`src/rtl/core/memory_region_table_assert.svh`:
```
// ----------------------------------------------------------------------------
// memory_region_table_assert.svh
// Assertion macros shared by the region table modules.
// ----------------------------------------------------------------------------
`ifndef MEMORY_REGION_TABLE_ASSERT_SVH
`define MEMORY_REGION_TABLE_ASSERT_SVH
`ifndef SYNTHESIS
`define MRT_ASSERT(label, clk, rst_n, prop, msg) \
  label: assert property (@(posedge clk) disable iff (!rst_n) prop) else $error(msg);
`define MRT_ASSERT_NEXT(label, clk, rst_n, ante, cons, msg) \
  label: assert property (@(posedge clk) disable iff (!rst_n) ante |=> cons) else $error(msg);
`else
`define MRT_ASSERT(label, clk, rst_n, prop, msg)
`define MRT_ASSERT_NEXT(label, clk, rst_n, ante, cons, msg)
`endif
`endif

```
`src/rtl/core/mrt_pkg.sv`:
```
// ----------------------------------------------------------------------------
// mrt_pkg
// Shared types and codes of the memory region table.
// ----------------------------------------------------------------------------
package mrt_pkg;
  localparam int PAGE_SHIFT = 12;
  localparam int ADDR_BITS  = 48;

  localparam logic [2:0] OP_ADD     = 3'd0;
  localparam logic [2:0] OP_FAULT   = 3'd1;
  localparam logic [2:0] OP_REMOVE  = 3'd2;
  localparam logic [2:0] OP_RANGE   = 3'd3;
  localparam logic [2:0] OP_CLEAR   = 3'd4;

  localparam logic [3:0] ST_DONE       = 4'd0;
  localparam logic [3:0] ST_MISALIGNED = 4'd1;
  localparam logic [3:0] ST_EMPTY      = 4'd2;
  localparam logic [3:0] ST_OVERLAP    = 4'd3;
  localparam logic [3:0] ST_FULL       = 4'd4;
  localparam logic [3:0] ST_MAP        = 4'd5;
  localparam logic [3:0] ST_GROWN      = 4'd6;
  localparam logic [3:0] ST_NOREGION   = 4'd7;
  localparam logic [3:0] ST_GUARD      = 4'd8;
  localparam logic [3:0] ST_WDENIED    = 4'd9;
  localparam logic [3:0] ST_STACKLIM   = 4'd10;
  localparam logic [3:0] ST_NOTFOUND   = 4'd11;

  localparam logic [1:0] KIND_STACK = 2'd2;
  localparam logic [1:0] KIND_GUARD = 2'd3;

  localparam logic CFG_STACK_LIMIT = 1'b0;
  localparam logic CFG_WRITE_MASK  = 1'b1;

  // controller to datapath
  typedef struct packed {
    logic latch;     // capture the input item
    logic scan_clr;  // reset scan index and scan flags
    logic scan_step; // issue read of the current slot
    logic eval;      // evaluate the slot read last cycle
    logic commit;    // apply the table update and form the result
  } mrt_cmd_t;

  // datapath to controller
  typedef struct packed {
    logic scan_last;  // current issue index is the last slot
    logic need_scan;  // latched op needs a table scan
  } mrt_stat_t;
endpackage

```
`src/rtl/core/mrt_ctrl.sv`:
```
// ----------------------------------------------------------------------------
// mrt_ctrl
// Sequencer: latch, scan every slot through the memory if the op needs it, commit.
// ----------------------------------------------------------------------------
`include "memory_region_table_assert.svh"
module mrt_ctrl
  import mrt_pkg::*;
(
  input  logic      clk,
  input  logic      rst_n,
  input  logic      start,
  output logic      busy,
  input  mrt_stat_t stat,
  output mrt_cmd_t  cmd
);
  localparam logic [2:0] S_IDLE  = 3'd0;
  localparam logic [2:0] S_PREP  = 3'd1;
  localparam logic [2:0] S_SCAN  = 3'd2;
  localparam logic [2:0] S_DRAIN = 3'd3;
  localparam logic [2:0] S_DONE  = 3'd4;

  logic [2:0] state_r, state_nxt;

  always_ff @(posedge clk) begin
    if (!rst_n) begin
      state_r <= S_IDLE;
    end else begin
      state_r <= state_nxt;
    end
  end

  always_comb begin
    state_nxt = state_r;
    cmd       = '0;
    case (state_r)
      S_IDLE: begin
        if (start) begin
          cmd.latch = 1'b1;
          state_nxt = S_PREP;
        end
      end
      S_PREP: begin
        cmd.scan_clr = 1'b1;
        state_nxt = stat.need_scan ? S_SCAN : S_DONE;
      end
      S_SCAN: begin
        cmd.scan_step = 1'b1;
        if (stat.scan_last) state_nxt = S_DRAIN;
      end
      S_DRAIN: begin
        cmd.eval  = 1'b1;
        state_nxt = S_DONE;
      end
      S_DONE: begin
        cmd.commit = 1'b1;
        state_nxt  = S_IDLE;
      end
      default: state_nxt = S_IDLE;
    endcase
  end

  assign busy = (state_r != S_IDLE);

  `MRT_ASSERT_NEXT(a_start_leaves_idle, clk, rst_n, (start && !busy), busy, "start ignored")
  `MRT_ASSERT_NEXT(a_commit_idle, clk, rst_n, cmd.commit, !busy, "no return to idle")
  `MRT_ASSERT(a_one_cmd, clk, rst_n, $onehot0({cmd.latch, cmd.scan_clr, cmd.commit}), "cmd clash")
endmodule

```
`config.mk`:
```
export PLATFORM = sky130hd
export DESIGN_NAME = mrt_ctrl
export DESIGN_NICKNAME = d
export VERILOG_FILES = /design/src/rtl/core/mrt_pkg.sv /design/src/rtl/core/mrt_ctrl.sv
export VERILOG_INCLUDE_DIRS = /design/src /design/src/rtl/core
export SDC_FILE = /design/constraint.sdc
export NUM_CORES = 1
export LEC_CHECK = 0
export BUFFER_PORTS_ARGS = -buffer_cell sky130_fd_sc_hd__buf_2
export CORE_AREA = 5 5 42 44
export CTS_CLUSTER_DIAMETER = 30
export DETAILED_ROUTE_END_ITERATION = 16
export DIE_AREA = 0 0 47 49
export GPL_ROUTABILITY_DRIVEN = 0
export PLACE_DENSITY = 0.43
export SYNTH_ARGS = -nofsm -noshare
export SYNTH_HDL_FRONTEND = slang
export SYNTH_SLANG_ARGS = --single-unit
```
`constraint.sdc`:
```
create_clock -name clk -period 2.35 [get_ports clk]
set_input_delay 0.3525 -clock clk [delete_from_list [all_inputs] [get_ports clk]]
set_output_delay 0.3525 -clock clk [all_outputs]
set_load 0.005 [all_outputs]
```
==> flow_summary.yaml <==
critical_path:
  crit_required_ns: 2.00
  arrival_ns: 1.21
  worstSetupStartpointType: "flop"
  cp_max_fo: 9
  cp-end-kind: "primary output"
  r2r_cells: 2
  crit_type: "flop to primary output"
floorplan:
  io_pins: 11
  core_area_sq_um: 1400
  die_w_microns: 47
  num_rows: 14
  die-area_sq_um: 2300
  initial_core_util: 0.128
  die_y_microns: 49
clocking:
  htree_num_levels: 1
  cts_setup_buffers: 0
  cts_sinks: 3
  ctsHoldBuffers: 0
  clkTransAtPathRegs_ns: 0.04
  clk_latency_ns: 0.23
  cts_inserted_buffers: 3
  cts_resized: 0
  cts-root-buf: "clkbuf_4"
  tritoncts: "yes"
  ctsLongestPathBuffers: 2
power:
  cellPowerDensity_nw_per_um2: 667
  peakVddDrop_v: 0.000409
  leakagePower_uw: 0.000124
  p_total_uw: 176
min_path:
  hold_path.class: "primary input to flop"
  holdPathStages: 3
cells_and_area:
  largestRegisters: "state_r: 3 flops"
  multiInputGateArea_sq_um: 104
  nNetsFinal: 38
  regMostFlops: "state_r"
  syn_to_final_growth_pct: 47.6
  utilization: 0.188
  antenna_cells: 0
  layoutNonFillerInstCount: 48
  largest_reg_flops: 3
  drive_gt1_frac: 0.500
  fill_cells: 167
  seqCellArea_sq_um: 60.1
route:
  wl_microns: 433
  dr_total_vias: 178
  antenna_left: 0
  drc: 0
  wl_per_cell_microns: 9.02
  drt_first_pass_iters: 1
  avgViaCountPerCell: 3.71
  drtIter0Drc: 0
sta:
  rsz0062_at_grt: "false"
  hold_violations: 0
  maxSlewViolCount: 0
  max_slew_margin: 0.816
  skew_ns: 0.00464
  fin_crit_ns: 1.56
  fin_tns_setup_ns: 0
  setup_viol: 0
  hold_slack_ns: 0.401
  fin_crit_sh: 0.665
  tightest_slew_ns: 0.276
  fmax_mhz: 640
grt:
  grt_pass1_vias: 149
  track_usage: 0.0422
  grt_pass1_wl_microns: 655
  grt_max_degree: 10
  antenna_found_initial: 0
  overflow: 0
synthesis:
  synth_cells: 19
  netlist_area_sq_um: 179
  synth-seq-cells: 3
  avgSynthCellArea_sq_um: 9.42
  synth_nets: 24
  synth.distinct_cells: 13
  ys_seq_area_frac: 0.336
  yosysWarnings: 0
status:
  outcome: "completed"
run:
  cap_violations: 0
place:
  place_inst: 44
  portBuffers: 10
stage by stage:
step           cell area [sq um]  setup WS (ns)
2_1_floorplan                179           1.11
3_3_place_gp                 238           1.03
3_5_place_dp                 238           1.03
4_1_cts                      264          0.770
5_1_grt                      264          0.717
6_report                     264          0.787
cells by family after synthesis:
kind of cell | Yosys count | share of synthesized area
AND/OR/NAND/NOR | 12 | 0.497
flip-flops | 3 | 0.336
buffers and inverters | 2 | 0.0839
AO/OA/AOI/OAI | 1 | 0.0279
multiplexers | 1 | 0.0559
critical path, cell delays in order (launching register included):
cell and delay (ns):
dfxtp_1 0.38, or3_4 0.42, nor2_2 0.07, buf_2 0.11
power by group:
part	total, uW	leakage [uW]	internal [uW]	switching (uW)
Clock	91.4	0.0000150	63.7	27.7
Sequential	59.4	0.0000245	54.0	5.45
Combinational	25.3	0.0000840	15.7	9.63
Total	176	0.000124	133	42.8
final cells by class:
| cell class | instances | share of cell area |
|---|---|---|
| Clock buffer | 4 | 0.0995 |
| Timing Repair Buffer | 10 | 0.190 |
| Sequential cell | 3 | 0.227 |
| Inverter | 1 | 0.0142 |
| Tap cell | 16 | 0.0758 |
| Multi-Input combinational cell | 14 | 0.393 |
cells in the final DEF, fill, tap and decap left out:
cell / synthesis / layout
a21oi_1: 1 / 1
nor3b_1: 4 / 4
nor2_2: 1 / 1
buf_2: 0 / 10
clkbuf_1: 0 / 1
nor2b_1: 1 / 1
inv_1: 1 / 1
nor3_1: 1 / 1
clkbuf_4: 0 / 3
nand2b_1: 2 / 2
and3b_2: 1 / 1
dfxtp_1: 3 / 3
nand3b_1: 1 / 1
mux2i_1: 1 / 1
or3_4: 1 / 1
cells in the mapped netlist:
master	instances	area, sq um
and3b_2	1	10.0
nor3_1	1	5.00
dfxtp_1	3	60.1
nor2b_1	1	6.26
or3_4	1	11.3
a21oi_1	1	5.00
nand3b_1	1	7.51
inv_1	1	3.75
nor2_2	1	6.26
nand2b_1	2	12.5
mux2i_1	1	10.0
nor3b_1	4	30.0
buf_6	1	11.3
worst paths after layout:
| check | slack (ns) | to | from |
|---|---|---|---|
| max reg2reg | 1.45 | state_r[0]$_SDFFE_PN0P_ | state_r[1]$_SDFFE_PN0P_ |
| min reg2reg | 0.58 | state_r[1]$_SDFFE_PN0P_ | state_r[0]$_SDFFE_PN0P_ |
| min | 0.40 | state_r[1]$_SDFFE_PN0P_ | stat[0] |
| max | 0.79 | cmd[4] | state_r[1]$_SDFFE_PN0P_ |
metal layers:
metal  vias to the layer above  part of all wire  track usage  wire, microns
met5                         -                 0            0              0
met4                         0                 0            0              0
met3                         0              0.18       0.0554             76
met2                        13              0.23       0.0317            100
met1                        72              0.59       0.0680            256
li1                         93                 -            -              -
Note: power is estimated with default switching activity, not from simulation.
